[src/hdl/cfsp_pkg.sv]
`default_nettype none
package cfsp_pkg;

    typedef enum logic [16:0] {
        PH_MAGIC    = 17'b00000000000000001,
        PH_VERSION  = 17'b00000000000000010,
        PH_POOLCNT  = 17'b00000000000000100,
        PH_TAG      = 17'b00000000000001000,
        PH_CONST    = 17'b00000000000010000,
        PH_UTF8     = 17'b00000000000100000,
        PH_CLASS    = 17'b00000000001000000,
        PH_IFCNT    = 17'b00000000010000000,
        PH_IF       = 17'b00000000100000000,
        PH_FLDCNT   = 17'b00000001000000000,
        PH_FLD      = 17'b00000010000000000,
        PH_METHCNT  = 17'b00000100000000000,
        PH_METH     = 17'b00001000000000000,
        PH_ATTRCNT  = 17'b00010000000000000,
        PH_ATTRHDR  = 17'b00100000000000000,
        PH_ATTRBYTE = 17'b01000000000000000,
        PH_DONE     = 17'b10000000000000000
    } t_phase;

    localparam logic [7:0] TAG_UTF8       = 8'd1;
    localparam logic [7:0] TAG_INTEGER    = 8'd3;
    localparam logic [7:0] TAG_FLOAT      = 8'd4;
    localparam logic [7:0] TAG_LONG       = 8'd5;
    localparam logic [7:0] TAG_DOUBLE     = 8'd6;
    localparam logic [7:0] TAG_CLASS      = 8'd7;
    localparam logic [7:0] TAG_STRING     = 8'd8;
    localparam logic [7:0] TAG_FIELDREF   = 8'd9;
    localparam logic [7:0] TAG_METHODREF  = 8'd10;
    localparam logic [7:0] TAG_IMETHODREF = 8'd11;
    localparam logic [7:0] TAG_NAMETYPE   = 8'd12;

    localparam logic [4:0] K_MAGIC     = 5'd0;
    localparam logic [4:0] K_VERSION   = 5'd1;
    localparam logic [4:0] K_POOLCNT   = 5'd2;
    localparam logic [4:0] K_CONST     = 5'd3;
    localparam logic [4:0] K_UTF8      = 5'd4;
    localparam logic [4:0] K_CLASS     = 5'd5;
    localparam logic [4:0] K_IFCNT     = 5'd6;
    localparam logic [4:0] K_IF        = 5'd7;
    localparam logic [4:0] K_FLDCNT    = 5'd8;
    localparam logic [4:0] K_FLD       = 5'd9;
    localparam logic [4:0] K_METHCNT   = 5'd10;
    localparam logic [4:0] K_METH      = 5'd11;
    localparam logic [4:0] K_ATTRCNT   = 5'd12;
    localparam logic [4:0] K_ATTRHDR   = 5'd13;
    localparam logic [4:0] K_ATTRBYTE  = 5'd14;
    localparam logic [4:0] K_ERROR     = 5'd17;

    localparam logic [1:0] SC_FIELD  = 2'd0;
    localparam logic [1:0] SC_METHOD = 2'd1;
    localparam logic [1:0] SC_CLASS  = 2'd2;

    typedef struct packed {
        logic [4:0]  kind;
        logic [15:0] entry_index;
        logic [7:0]  tag;
        logic [63:0] value_a;
        logic [15:0] value_b;
        logic [15:0] value_c;
        logic [1:0]  scope;
        logic        final_record;
    } t_rec;

    function automatic logic [3:0] const_len(input logic [7:0] t);
        case (t) inside
            TAG_CLASS, TAG_STRING, TAG_UTF8: const_len = 4'd2;
            TAG_FIELDREF, TAG_METHODREF, TAG_IMETHODREF, TAG_NAMETYPE,
            TAG_INTEGER, TAG_FLOAT: const_len = 4'd4;
            TAG_LONG, TAG_DOUBLE: const_len = 4'd8;
            default: const_len = 4'd0;
        endcase
    endfunction

endpackage
`default_nettype wire

[src/hdl/class_file_stream_parser_unit.sv]
// class file stream parser
// s_axis carries the class file one byte per transfer (tdata[7:0]).
// m_axis gives one record per completed field but a valid tag: tdata holds
// entry_index, tag, value_a, value_b, value_c, scope; tuser holds kind;
// tlast is final_record (last record of the file, or an unknown tag).
// each byte is decoded combinationally against the parser state and the
// record, if any, goes into an output register backed by one skid entry.
// throughput is one byte per cycle while s_axis_tready is high; a record
// goes to the output register, or to the skid entry while m_axis stalls.
// s_axis_tready drops only while both the output register and skid entry
// are full, so a stalled receiver holds back the input after two records.
// after reset the parser waits for the magic number; after the last record
// or an error every further byte is accepted and dropped.
`default_nettype none
module class_file_stream_parser_unit (
    input  wire logic        i_clk,
    input  wire logic        i_rst_n,
    input  wire logic        s_axis_tvalid,
    output logic             s_axis_tready,
    input  wire logic [7:0]  s_axis_tdata,   // byte_in
    output logic             m_axis_tvalid,
    input  wire logic        m_axis_tready,
    // entry_index[15:0], tag[23:16], value_a[87:24], value_b[103:88],
    // value_c[119:104], scope[121:120], zero fill
    output logic [127:0]     m_axis_tdata,
    output logic [4:0]       m_axis_tuser,   // kind
    output logic             m_axis_tlast    // final_record
);
    import cfsp_pkg::*;

    t_phase      r_phase, n_phase;
    logic [2:0]  r_cnt, n_cnt;
    logic [63:0] r_acc, n_acc;
    logic [15:0] r_pidx, n_pidx, r_ptot, n_ptot;
    logic [15:0] r_lidx, n_lidx, r_ltot, n_ltot;
    logic [15:0] r_aidx, n_aidx, r_atot, n_atot;
    logic [31:0] r_left, n_left;
    logic [7:0]  r_tag, n_tag;
    logic [15:0] r_first, n_first, r_second, n_second;
    logic [1:0]  r_scope, n_scope;

    logic        acc_in, emit, skid_ready;
    t_rec        rec, orec;
    logic [3:0]  need;
    logic [63:0] v;
    logic        done;
    logic [16:0] pnext, lnext, anext;
    logic [31:0] left_dec;
    logic        wide;
    logic        fin;

    assign s_axis_tready = skid_ready;
    assign acc_in = s_axis_tvalid && s_axis_tready;

    always_comb begin
        case (r_phase)
            PH_MAGIC, PH_VERSION: need = 4'd4;
            PH_CONST: need = const_len(r_tag);
            PH_CLASS, PH_FLD, PH_METH, PH_ATTRHDR: need = 4'd6;
            PH_POOLCNT, PH_IFCNT, PH_IF, PH_FLDCNT, PH_METHCNT, PH_ATTRCNT:
                need = 4'd2;
            default: need = 4'd1;
        endcase
    end

    always_comb begin
        n_phase = r_phase; n_cnt = r_cnt; n_acc = r_acc;
        n_pidx = r_pidx; n_ptot = r_ptot; n_lidx = r_lidx; n_ltot = r_ltot;
        n_aidx = r_aidx; n_atot = r_atot; n_left = r_left; n_tag = r_tag;
        n_first = r_first; n_second = r_second; n_scope = r_scope;
        emit = 1'b0;
        rec = '0;
        v = {r_acc[55:0], s_axis_tdata};
        done = ({1'b0, r_cnt} + 4'd1) >= need;
        wide = (r_tag == TAG_LONG) || (r_tag == TAG_DOUBLE);
        pnext = {1'b0, r_pidx} + (wide ? 17'd2 : 17'd1);
        lnext = {1'b0, r_lidx} + 17'd1;
        anext = {1'b0, r_aidx} + 17'd1;
        left_dec = r_left - 32'd1;
        fin = 1'b0;
        if (acc_in && r_phase != PH_DONE) begin
            if (!done) begin
                n_acc = v;
                n_cnt = r_cnt + 3'd1;
            end else begin
                n_acc = '0;
                n_cnt = '0;
                emit = 1'b1;
                case (r_phase)
                    PH_MAGIC: begin
                        rec.kind = K_MAGIC;
                        rec.value_a = {32'd0, v[31:0]};
                        n_phase = PH_VERSION;
                    end
                    PH_VERSION: begin
                        rec.kind = K_VERSION;
                        rec.value_a = {48'd0, v[15:0]};
                        rec.value_b = v[31:16];
                        n_phase = PH_POOLCNT;
                    end
                    PH_POOLCNT: begin
                        rec.kind = K_POOLCNT;
                        rec.value_a = {48'd0, v[15:0]};
                        n_ptot = v[15:0];
                        n_pidx = 16'd1;
                        n_phase = (v[15:0] <= 16'd1) ? PH_CLASS : PH_TAG;
                    end
                    PH_TAG: begin
                        if (const_len(s_axis_tdata) == 4'd0) begin
                            rec.kind = K_ERROR;
                            rec.entry_index = r_pidx;
                            rec.tag = s_axis_tdata;
                            rec.final_record = 1'b1;
                            n_phase = PH_DONE;
                        end else begin
                            emit = 1'b0;
                            n_tag = s_axis_tdata;
                            n_phase = PH_CONST;
                        end
                    end
                    PH_CONST: begin
                        rec.kind = K_CONST;
                        rec.entry_index = r_pidx;
                        rec.tag = r_tag;
                        if (r_tag == TAG_UTF8) begin
                            rec.value_a = {48'd0, v[15:0]};
                            n_first = v[15:0];
                            n_left = {16'd0, v[15:0]};
                        end else if (r_tag == TAG_CLASS || r_tag == TAG_STRING) begin
                            rec.value_a = {48'd0, v[15:0]};
                        end else if (r_tag == TAG_INTEGER || r_tag == TAG_FLOAT) begin
                            rec.value_a = {32'd0, v[31:0]};
                        end else if (wide) begin
                            rec.value_a = v;
                        end else begin
                            rec.value_a = {48'd0, v[31:16]};
                            rec.value_b = v[15:0];
                        end
                        if (r_tag == TAG_UTF8 && v[15:0] != 16'd0) begin
                            n_phase = PH_UTF8;
                        end else begin
                            n_pidx = pnext[15:0];
                            n_phase = (pnext >= {1'b0, r_ptot}) ? PH_CLASS : PH_TAG;
                        end
                    end
                    PH_UTF8: begin
                        rec.kind = K_UTF8;
                        rec.entry_index = r_pidx;
                        rec.value_a = {56'd0, s_axis_tdata};
                        rec.value_b = r_first - r_left[15:0];
                        n_left = {16'd0, left_dec[15:0]};
                        if (left_dec[15:0] == 16'd0) begin
                            n_pidx = pnext[15:0];
                            n_phase = (pnext >= {1'b0, r_ptot}) ? PH_CLASS : PH_TAG;
                        end
                    end
                    PH_CLASS: begin
                        rec.kind = K_CLASS;
                        rec.value_a = {48'd0, v[47:32]};
                        rec.value_b = v[31:16];
                        rec.value_c = v[15:0];
                        n_phase = PH_IFCNT;
                    end
                    PH_IFCNT, PH_FLDCNT, PH_METHCNT: begin
                        rec.kind = (r_phase == PH_IFCNT) ? K_IFCNT :
                                   (r_phase == PH_FLDCNT) ? K_FLDCNT : K_METHCNT;
                        rec.value_a = {48'd0, v[15:0]};
                        n_ltot = v[15:0];
                        n_lidx = '0;
                        if (r_phase == PH_IFCNT) begin
                            n_phase = (v[15:0] != 16'd0) ? PH_IF : PH_FLDCNT;
                        end else if (r_phase == PH_FLDCNT) begin
                            n_phase = (v[15:0] != 16'd0) ? PH_FLD : PH_METHCNT;
                        end else if (v[15:0] != 16'd0) begin
                            n_phase = PH_METH;
                        end else begin
                            n_scope = SC_CLASS;
                            n_phase = PH_ATTRCNT;
                        end
                    end
                    PH_IF: begin
                        rec.kind = K_IF;
                        rec.entry_index = r_lidx;
                        rec.value_a = {48'd0, v[15:0]};
                        n_lidx = lnext[15:0];
                        if (lnext[15:0] >= r_ltot) n_phase = PH_FLDCNT;
                    end
                    PH_FLD, PH_METH: begin
                        rec.kind = (r_phase == PH_FLD) ? K_FLD : K_METH;
                        rec.entry_index = r_lidx;
                        rec.value_a = {48'd0, v[47:32]};
                        rec.value_b = v[31:16];
                        rec.value_c = v[15:0];
                        n_scope = (r_phase == PH_FLD) ? SC_FIELD : SC_METHOD;
                        n_phase = PH_ATTRCNT;
                    end
                    PH_ATTRCNT, PH_ATTRHDR, PH_ATTRBYTE: begin
                        // attribute list handling shares the end-of-list step
                        logic list_end;
                        logic [1:0] sc;
                        list_end = 1'b0;
                        sc = (r_scope > SC_CLASS) ? SC_CLASS : r_scope;
                        rec.scope = sc;
                        if (r_phase == PH_ATTRCNT) begin
                            rec.kind = K_ATTRCNT;
                            rec.entry_index = (sc == SC_CLASS) ? 16'd0 : r_lidx;
                            rec.value_a = {48'd0, v[15:0]};
                            n_atot = v[15:0];
                            n_aidx = '0;
                            n_scope = sc;
                            if (v[15:0] == 16'd0) list_end = 1'b1;
                            else n_phase = PH_ATTRHDR;
                        end else if (r_phase == PH_ATTRHDR) begin
                            rec.kind = K_ATTRHDR;
                            rec.entry_index = r_aidx;
                            rec.value_a = {32'd0, v[31:0]};
                            rec.value_b = v[47:32];
                            n_second = v[47:32];
                            n_left = v[31:0];
                            if (v[31:0] == 32'd0) begin
                                n_aidx = anext[15:0];
                                if (anext[15:0] < r_atot) n_phase = PH_ATTRHDR;
                                else list_end = 1'b1;
                            end else begin
                                n_phase = PH_ATTRBYTE;
                            end
                        end else begin
                            rec.kind = K_ATTRBYTE;
                            rec.entry_index = r_aidx;
                            rec.value_a = {56'd0, s_axis_tdata};
                            rec.value_b = r_second;
                            n_left = left_dec;
                            if (left_dec == 32'd0) begin
                                n_aidx = anext[15:0];
                                if (anext[15:0] < r_atot) n_phase = PH_ATTRHDR;
                                else list_end = 1'b1;
                            end
                        end
                        if (list_end) begin
                            if (sc == SC_FIELD) begin
                                n_lidx = lnext[15:0];
                                n_phase = (lnext[15:0] < r_ltot) ? PH_FLD : PH_METHCNT;
                            end else if (sc == SC_METHOD) begin
                                n_lidx = lnext[15:0];
                                if (lnext[15:0] < r_ltot) begin
                                    n_phase = PH_METH;
                                end else begin
                                    n_scope = SC_CLASS;
                                    n_phase = PH_ATTRCNT;
                                end
                            end else begin
                                fin = 1'b1;
                                n_phase = PH_DONE;
                            end
                        end
                        rec.final_record = fin;
                    end
                    default: begin
                        emit = 1'b0;
                        n_phase = PH_DONE;
                    end
                endcase
            end
        end
    end

    always_ff @(posedge i_clk) begin
        if (!i_rst_n) begin
            r_phase <= PH_MAGIC; r_cnt <= '0; r_acc <= '0;
            r_pidx <= 16'd1; r_ptot <= '0; r_lidx <= '0; r_ltot <= '0;
            r_aidx <= '0; r_atot <= '0; r_left <= '0; r_tag <= '0;
            r_first <= '0; r_second <= '0; r_scope <= '0;
        end else begin
            r_phase <= n_phase; r_cnt <= n_cnt; r_acc <= n_acc;
            r_pidx <= n_pidx; r_ptot <= n_ptot; r_lidx <= n_lidx; r_ltot <= n_ltot;
            r_aidx <= n_aidx; r_atot <= n_atot; r_left <= n_left; r_tag <= n_tag;
            r_first <= n_first; r_second <= n_second; r_scope <= n_scope;
        end
    end

    cfsp_skid u_skid (
        .i_clk   (i_clk),
        .i_rst_n (i_rst_n),
        .i_valid (emit),
        .o_ready (skid_ready),
        .i_rec   (rec),
        .o_valid (m_axis_tvalid),
        .i_ready (m_axis_tready),
        .o_rec   (orec)
    );

    assign m_axis_tdata = {6'd0, orec.scope, orec.value_c, orec.value_b, orec.value_a,
                           orec.tag, orec.entry_index};
    assign m_axis_tuser = orec.kind;
    assign m_axis_tlast = orec.final_record;

    a_halt_quiet: assert property (@(posedge i_clk) disable iff (!i_rst_n)
        (r_phase == PH_DONE) |=> (r_phase == PH_DONE))
        else $error("parser left the done phase");
    a_no_emit_done: assert property (@(posedge i_clk) disable iff (!i_rst_n)
        (r_phase == PH_DONE) |-> !emit)
        else $error("record emitted after end");
    a_last_ends: assert property (@(posedge i_clk) disable iff (!i_rst_n)
        (emit && rec.final_record) |=> (r_phase == PH_DONE))
        else $error("final record without halt");
    a_cnt_range: assert property (@(posedge i_clk) disable iff (!i_rst_n)
        ({1'b0, r_cnt} < need) || (r_phase == PH_DONE))
        else $error("byte count past field width");
endmodule
`default_nettype wire

[src/hdl/cfsp_skid.sv]
`default_nettype none
module cfsp_skid (
    input  wire logic            i_clk,
    input  wire logic            i_rst_n,
    input  wire logic            i_valid,
    output logic                 o_ready,
    input  wire cfsp_pkg::t_rec  i_rec,
    output logic                 o_valid,
    input  wire logic            i_ready,
    output cfsp_pkg::t_rec       o_rec
);
    import cfsp_pkg::*;

    // output register plus one skid entry
    logic r_ovalid, r_svalid;
    t_rec r_orec, r_srec;

    assign o_ready = !r_svalid;
    assign o_valid = r_ovalid;
    assign o_rec   = r_orec;

    always_ff @(posedge i_clk) begin
        if (!i_rst_n) begin
            r_ovalid <= 1'b0;
            r_svalid <= 1'b0;
        end else begin
            if (!r_ovalid || i_ready) begin
                if (r_svalid) begin
                    r_ovalid <= 1'b1;
                    r_svalid <= 1'b0;
                end else begin
                    r_ovalid <= i_valid;
                end
            end else if (i_valid) begin
                r_svalid <= 1'b1;
            end
        end
    end

    always_ff @(posedge i_clk) begin
        if (!r_ovalid || i_ready) begin
            r_orec <= r_svalid ? r_srec : i_rec;
        end else if (i_valid && !r_svalid) begin
            r_srec <= i_rec;
        end
    end
endmodule
`default_nettype wire

[config.mk]
export PLATFORM = sky130hd
export DESIGN_NAME = class_file_stream_parser_unit
export DESIGN_NICKNAME = d
export VERILOG_FILES = /design/src/hdl/cfsp_pkg.sv /design/src/hdl/class_file_stream_parser_unit.sv /design/src/hdl/cfsp_skid.sv
export SDC_FILE = /design/constraint.sdc
export NUM_CORES = 1
export LEC_CHECK = 0
export ABC_AREA = 1
export BUFFER_PORTS_ARGS = -buffer_cell sky130_fd_sc_hd__buf_2
export CORE_MARGIN = 3
export CORE_UTILIZATION = 50
export CTS_BUF_LIST = sky130_fd_sc_hd__clkbuf_8
export DETAILED_ROUTE_END_ITERATION = 7
export GPL_TIMING_DRIVEN = 0
export HOLD_SLACK_MARGIN = 0.06
export PLACE_DENSITY = 0.7
export SLEW_MARGIN = 20
export SYNTH_ARGS = -nofsm -noshare
export SYNTH_HDL_FRONTEND = slang
export SYNTH_SLANG_ARGS = --single-unit
[constraint.sdc]
create_clock -name i_clk -period 30.8 [get_ports i_clk]
set_input_delay 0 -clock i_clk [delete_from_list [all_inputs] [get_ports i_clk]]
set_output_delay 0 -clock i_clk [all_outputs]
set_load 0.01 [all_outputs]
==> results of run 1 <==
==> layout make-up <==
| cell class | count | area (um2) | area share, % |
|---|---|---|---|
| Buffer | 143 | 619 | 2.13 |
| Sequential cell | 504 | 12700 | 43.5 |
| Clock buffer | 93 | 1280 | 4.40 |
| Clock inverter | 58 | 248 | 0.853 |
| Multi-Input combinational cell | 2038 | 11000 | 38.0 |
| Timing Repair Buffer | 164 | 937 | 3.22 |
| Tap cell | 672 | 841 | 2.89 |
| Antenna cell | 1 | 2.50 | 0.00861 |
| Inverter | 382 | 1440 | 4.97 |
==> sequential cells by signal, summed over array words and instances (netlist names), 16 cells and up <==
signal         count
u_skid.o_rec     128
u_skid.r_srec    128
r_acc             56
r_left            32
r_phase           17
r_aidx            16
r_atot            16
r_first           16
r_lidx            16
r_ltot            16
r_pidx            16
r_ptot            16
r_second          16
==> per-layer routing <==
layer | GRT usage [%] | share of wire, % | vias to the layer above
met3 | 5.64 | 9.5 | 190
met2 | 45.9 | 44 | 1158
met4 | 13.0 | 4.1 | 0
met5 | 0 | 0 | -
li1 | - | - | 10900
met1 | 41.7 | 43 | 10900
==> cells by family (layout without fill, tap and decap cells) <==
kind of cell	Yosys count	count (layout)	share of synthesized area, %
adder cells (fa/ha/maj)	75	75	3.71
multiplexers	23	23	1.01
AND/OR/NAND/NOR	1232	1232	20.9
flip-flops	504	504	49.2
buffers and inverters	525	840	8.00
XOR/XNOR	54	54	1.84
other	1	7	0.0146
AO/OA/AOI/OAI	648	648	15.3
==> cells in the final DEF, fill, tap and decap left out, types with 17 or more instances in the layout <==
cell type and n:
o211ai_1 20, xor2_1 48, nand2_1 404, nor3_1 64
a211oi_1 92, clkbuf_1 94, inv_2 25, clkbuf_8 93
nand3_1 104, a31oi_1 27, edfxtp_1 256, inv_1 387
nor2_1 534, o221ai_1 30, mux2_2 23, nand4_1 29
a21oi_1 229, buf_4 18, dfxtp_1 248, o21ai_0 157
a22oi_1 35, buf_2 170, ha_1 73, a221oi_1 17
==> report_power, final <==
part / internal (mW) / switching [mW]
clock: 0.277 / 0.271
combinational: 0.156 / 0.457
sequential: 0.774 / 0.0467
==> critical path, delay by kind of cell (launching register included) <==
kind            cells  cell delay (ns)
fa+ha+maj           1             0.19
buf+inv            12             2.16
simple gates       12             2.70
flops               1             0.38
compound gates      4             0.62
==> how the worst min path moves through the flow <==
stage | end | slack (ns) | cells after the start | from
floorplan | r_left[2] | 0.16 | 2 | s_axis_tdata[2]
global placement | r_acc[6] | 0.38 | 3 | s_axis_tdata[6]
detailed placement | r_acc[7] | 0.38 | 3 | s_axis_tdata[7]
CTS | r_pidx[0] | 0.13 | 7 | s_axis_tvalid
global route | r_pidx[0] | 0.20 | 7 | s_axis_tvalid
finish | r_pidx[0] | 0.16 | 7 | s_axis_tvalid
==> per-stage QoR <==
step | cells | hold WS, ns
final | 4055 | 0.161
after detailed placement | 3893 | 0.384
after floorplan | 3067 | 0.161
after CTS | 4054 | 0.132
after global placement | 3879 | 0.379
after global routing | 4054 | 0.203
==> what timing repair did <==
action | 4_1_cts | 5_1_grt
setup buffers | 0 | 0
hold endpoints to repair | 75 | 0
hold buffers | 10 | 0
setup endpoints to repair | 0 | 0
==> impl_metrics.ini, run 1 <==
[sta]
skew_ns = 0.0220
slew_violations = 0
final-setup-viol-count = 0
worst_slack_ns = 24.40
hold_violations = 0
fin_crit_ns = 6.40
rsz0062_at_grt = false
slew_headroom_pct = 31.8
max_freq_mhz = 156
worst_slew_pin_slew_ns = 1.02
setup_tns_ns = 0
period_share_pct = 20.8

[yosys]
netlist_top_cells_count = nor2_1, nand2_1, inv_1
synthCells = 3062
avgSynthCellArea_um2 = 8.40
synth_top_area_share_pct = 29.9
yosys.area.top_type = edfxtp_1
synth.most_common_cell = nor2_1
ys_ff_latch = 504
synthTopCellsByArea = edfxtp_1, dfxtp_1, nor2_1
ys.flop_type = edfxtp_1
ys_types = 62
yosys_warnings = 0
synth-edff-count = 256
syn-cell-area_mm2 = 0.0257
yosysSeqAreaShare_pct = 49.2
async_flop_share_pct = 0

[die]
io_pins = 148
die_h_um = 233
die_w_um = 233
core_mm2 = 0.0505
die-area_mm2 = 0.0542
row_count = 82
initial_utilization_pct = 50.9

[setup_path]
slowest_stage = nor3_2
r2r_end = u_skid.r_srec[27]
crit_fanout = 11
arrival_ns = 6.75
cp_common_cell = buf_4
path_class = reg2reg
slowest_delay_ns = 0.64
crit_required_ns = 31.16
r2r_slack_ns = 24.40
startpoint_type = register
r2r_start = r_phase[1]
rr_worst_depth = 29
cp-endpoint = u_skid.r_srec[27]
cp-end-kind = register
worstSetupStartpoint = r_phase[1]

[grt]
grt_pass1_vias = 21600
grt_max_degree = 93
grt_pass1_wl_mm = 125
antenna_found_initial = 2
grt_remaining_overflow = 0
grt_use_total_pct = 30.0

[layout]
area_delta_synth_final_pct = 13.0
final_util_pct = 57.6
final_area_mm2 = 0.0291
drive_above_1_share_pct = 12.7
fillers = 4619
fin_nets = 3404

[drt]
wl_per_cell_um = 20.4
viasPerCell = 5.71
post-route-drc-count = 0
vias = 23200
dr.pass1.iters = 6
initialDrtViolationCount = 2367
ant_nets = 0
routed_wl_mm = 82.9

[clocking]
insertion_delay_ns = 0.66
cts_root_buf = clkbuf_8
cts_resized = 0
clockBufferDepth = 3
cts_tree = built
htreeDepth = 3
cts.sinks = 504
clk_pin_slew_worst_paths_ns = 0.06
numCtsBuffers = 84

[placement]
dp_slack_ns = 24.51
dpl-instance-area_mm2 = 0.0274
io_buffer_count = 140
post-dp-hpwl_mm = 62.9
gp_congestion = 1.01

[flow_run]
drv_cap = 0

[run_status]
status = finished, final reports clean

[power]
power.total_mw = 1.98
leakage_nw = 12.1
vdd_drop_max_uv = 32.1
powerDensity_mw_per_mm2 = 68.2

[worst_hold_path]
hold_path_class = in2reg
Power figures use the tool's default switching activity.
==> inputs of run 2 (changes only) <==
==> constraint.sdc (replaced) <==
create_clock -name i_clk -period 5.9 [get_ports i_clk]
set_input_delay 0 -clock i_clk [delete_from_list [all_inputs] [get_ports i_clk]]
set_output_delay 0 -clock i_clk [all_outputs]
set_load 0.01 [all_outputs]
==> run 2 against run 1 <==
Compared with the run above:
- fmax is 18% higher
- critical path depth is 1 lower
- sequential power grew to 5.2 times the previous value
- non-clock buffer count is 3 higher
- sequential cell count stayed put
- sequential share of layout area is 0.26 points lower
- wire length is 1.0% higher
- register-to-register slack worse by 24 ns
- critical path type unchanged
- largest cell class unchanged
==> impl_metrics.ini, run 2 (synthesis results as in run 1) <==
[drt]
routed_wl_mm = 83.8
dr.pass1.iters = 7
wl_met2_mm = 36.9
wl_per_cell_um = 20.6
ant_nets = 0
initialDrtViolationCount = 2342
wl_met1_mm = 35.6
post-route-drc-count = 0
maxUsedRoutingLayer = met4
viasPerCell = 5.73
vias = 23300
wl_met3_mm = 8.22

[power]
power.total_mw = 10.6
vdd_drop_max_uv = 210
leakage_nw = 12.1
powerDensity_mw_per_mm2 = 363

[layout]
n_antenna_cell = 0
multiInputGateArea_mm2 = 0.0111
drive_above_1_share_pct = 13.6
final_common_cell = nor2_1
layout_common_cells = nor2_1, nand2_1, inv_1
fillers = 4620
fin_nets = 3406
area_delta_synth_final_pct = 13.8
final_util_pct = 58.0
seq_area_mm2 = 0.0127

[run_status]
status = finished, final reports clean

[worst_hold_path]
hold_path_class = in2reg
hold_start = s_axis_tvalid

[clocking]
cts_setup_buffers = 0
insertion_delay_ns = 0.68
cts_resized = 0
cts_tree = built
numCtsBuffers = 83
htreeDepth = 3
clockBufferDepth = 3
cts.sinks = 504
clk_pin_slew_worst_paths_ns = 0.06
cts_root_buf = clkbuf_8

[die]
core_mm2 = 0.0505
die_h_um = 233
die-area_mm2 = 0.0542
initial_utilization_pct = 50.9
die_w_um = 233
io_pins = 148
row_count = 82

[sta]
hold_slack_ns = 0.132
fin_crit_ns = 5.41
final-setup-viol-count = 0
period_share_pct = 91.7
max_freq_mhz = 185
setup_tns_ns = 0
hold_violations = 0
rsz0062_at_grt = false
skew_ns = 0.0412
worst_slack_ns = 0.492
slew_headroom_pct = 22.8
slew_violations = 0
worst_slew_pin_slew_ns = 1.15

[setup_path]
arrival_ns = 5.77
worstSetupStartpoint = r_phase[5]
path_class = reg2reg
cp_common_cell = buf_4
slowest_delay_ns = 0.48
cp-end-kind = register
slowest_stage = or4_1
crit_required_ns = 6.26
crit_fanout = 11
startpoint_type = register
r2r_start = r_phase[5]

[grt]
antenna_found_initial = 1
grt_use_total_pct = 30.5
grt_pass1_vias = 22100
grt_pass1_wl_mm = 126
grt_max_degree = 91
grt_remaining_overflow = 0

[placement]
dp_slack_ns = 0.604
post-dp-hpwl_mm = 63.8
gp_congestion = 1.01
io_buffer_count = 140

[flow_run]
drv_cap = 0
[run 2: stage by stage]
| step | instance area [um2] | cells |
|---|---|---|
| after floorplan | 25800 | 3067 |
| after global placement | 27300 | 3879 |
| after detailed placement | 27500 | 3895 |
| after CTS | 29300 | 4060 |
| after global routing | 29300 | 4060 |
| final | 29300 | 4060 |
[run 2: path summary, 6_finish.rpt]
| path | cells after the start | end | slack, ns |
|---|---|---|---|
| worst max-delay path | 28 | u_skid.r_srec[72] | 0.49 |
| worst min-delay path | 7 | r_pidx[0] | 0.13 |
| worst max register to register | 28 | u_skid.r_srec[72] | 0.49 |
| worst min register to register | 2 | r_acc[50] | 0.46 |
[run 2: routing by layer]
metal  vias up  GRT usage, %
met2      1121          46.6
met4         0          12.5
met1     11000          42.1
met5         -             0
li1      10900             -
met3       200          6.73
[run 2: worst max-delay path, delay by kind of cell, from the launching register on]
| kind | cells | cell delay [ns] |
|---|---|---|
| DFF | 1 | 0.34 |
| adders and majority gates | 1 | 0.20 |
| buffers and inverters | 11 | 1.87 |
| AOI/OAI and AO/OA | 4 | 0.54 |
| and+or+nand+nor | 12 | 2.13 |
[run 2: power breakdown]
group	switching [mW]	leakage [nW]	internal (mW)
Combinational	2.42	6.62	0.831
Clock	1.46	0.979	1.61
Sequential	0.240	4.54	4.04
Total	4.12	12.1	6.49
[run 2: area by class of cell]
type,instances,area share [%]
Clock inverter,63,1.39
Sequential cell,504,43.3
Clock buffer,91,4.28
Tap cell,672,2.87
Timing Repair Buffer,167,3.29
Inverter,382,4.94
Multi-Input combinational cell,2038,37.8
Buffer,143,2.12
[run 2: timing repair]
| action | 4_1_cts | 5_1_grt |
|---|---|---|
| setup endpoints to repair | 0 | 0 |
| endpoints found under the hold margin | 82 | 0 |
| hold buffers | 11 | 0 |
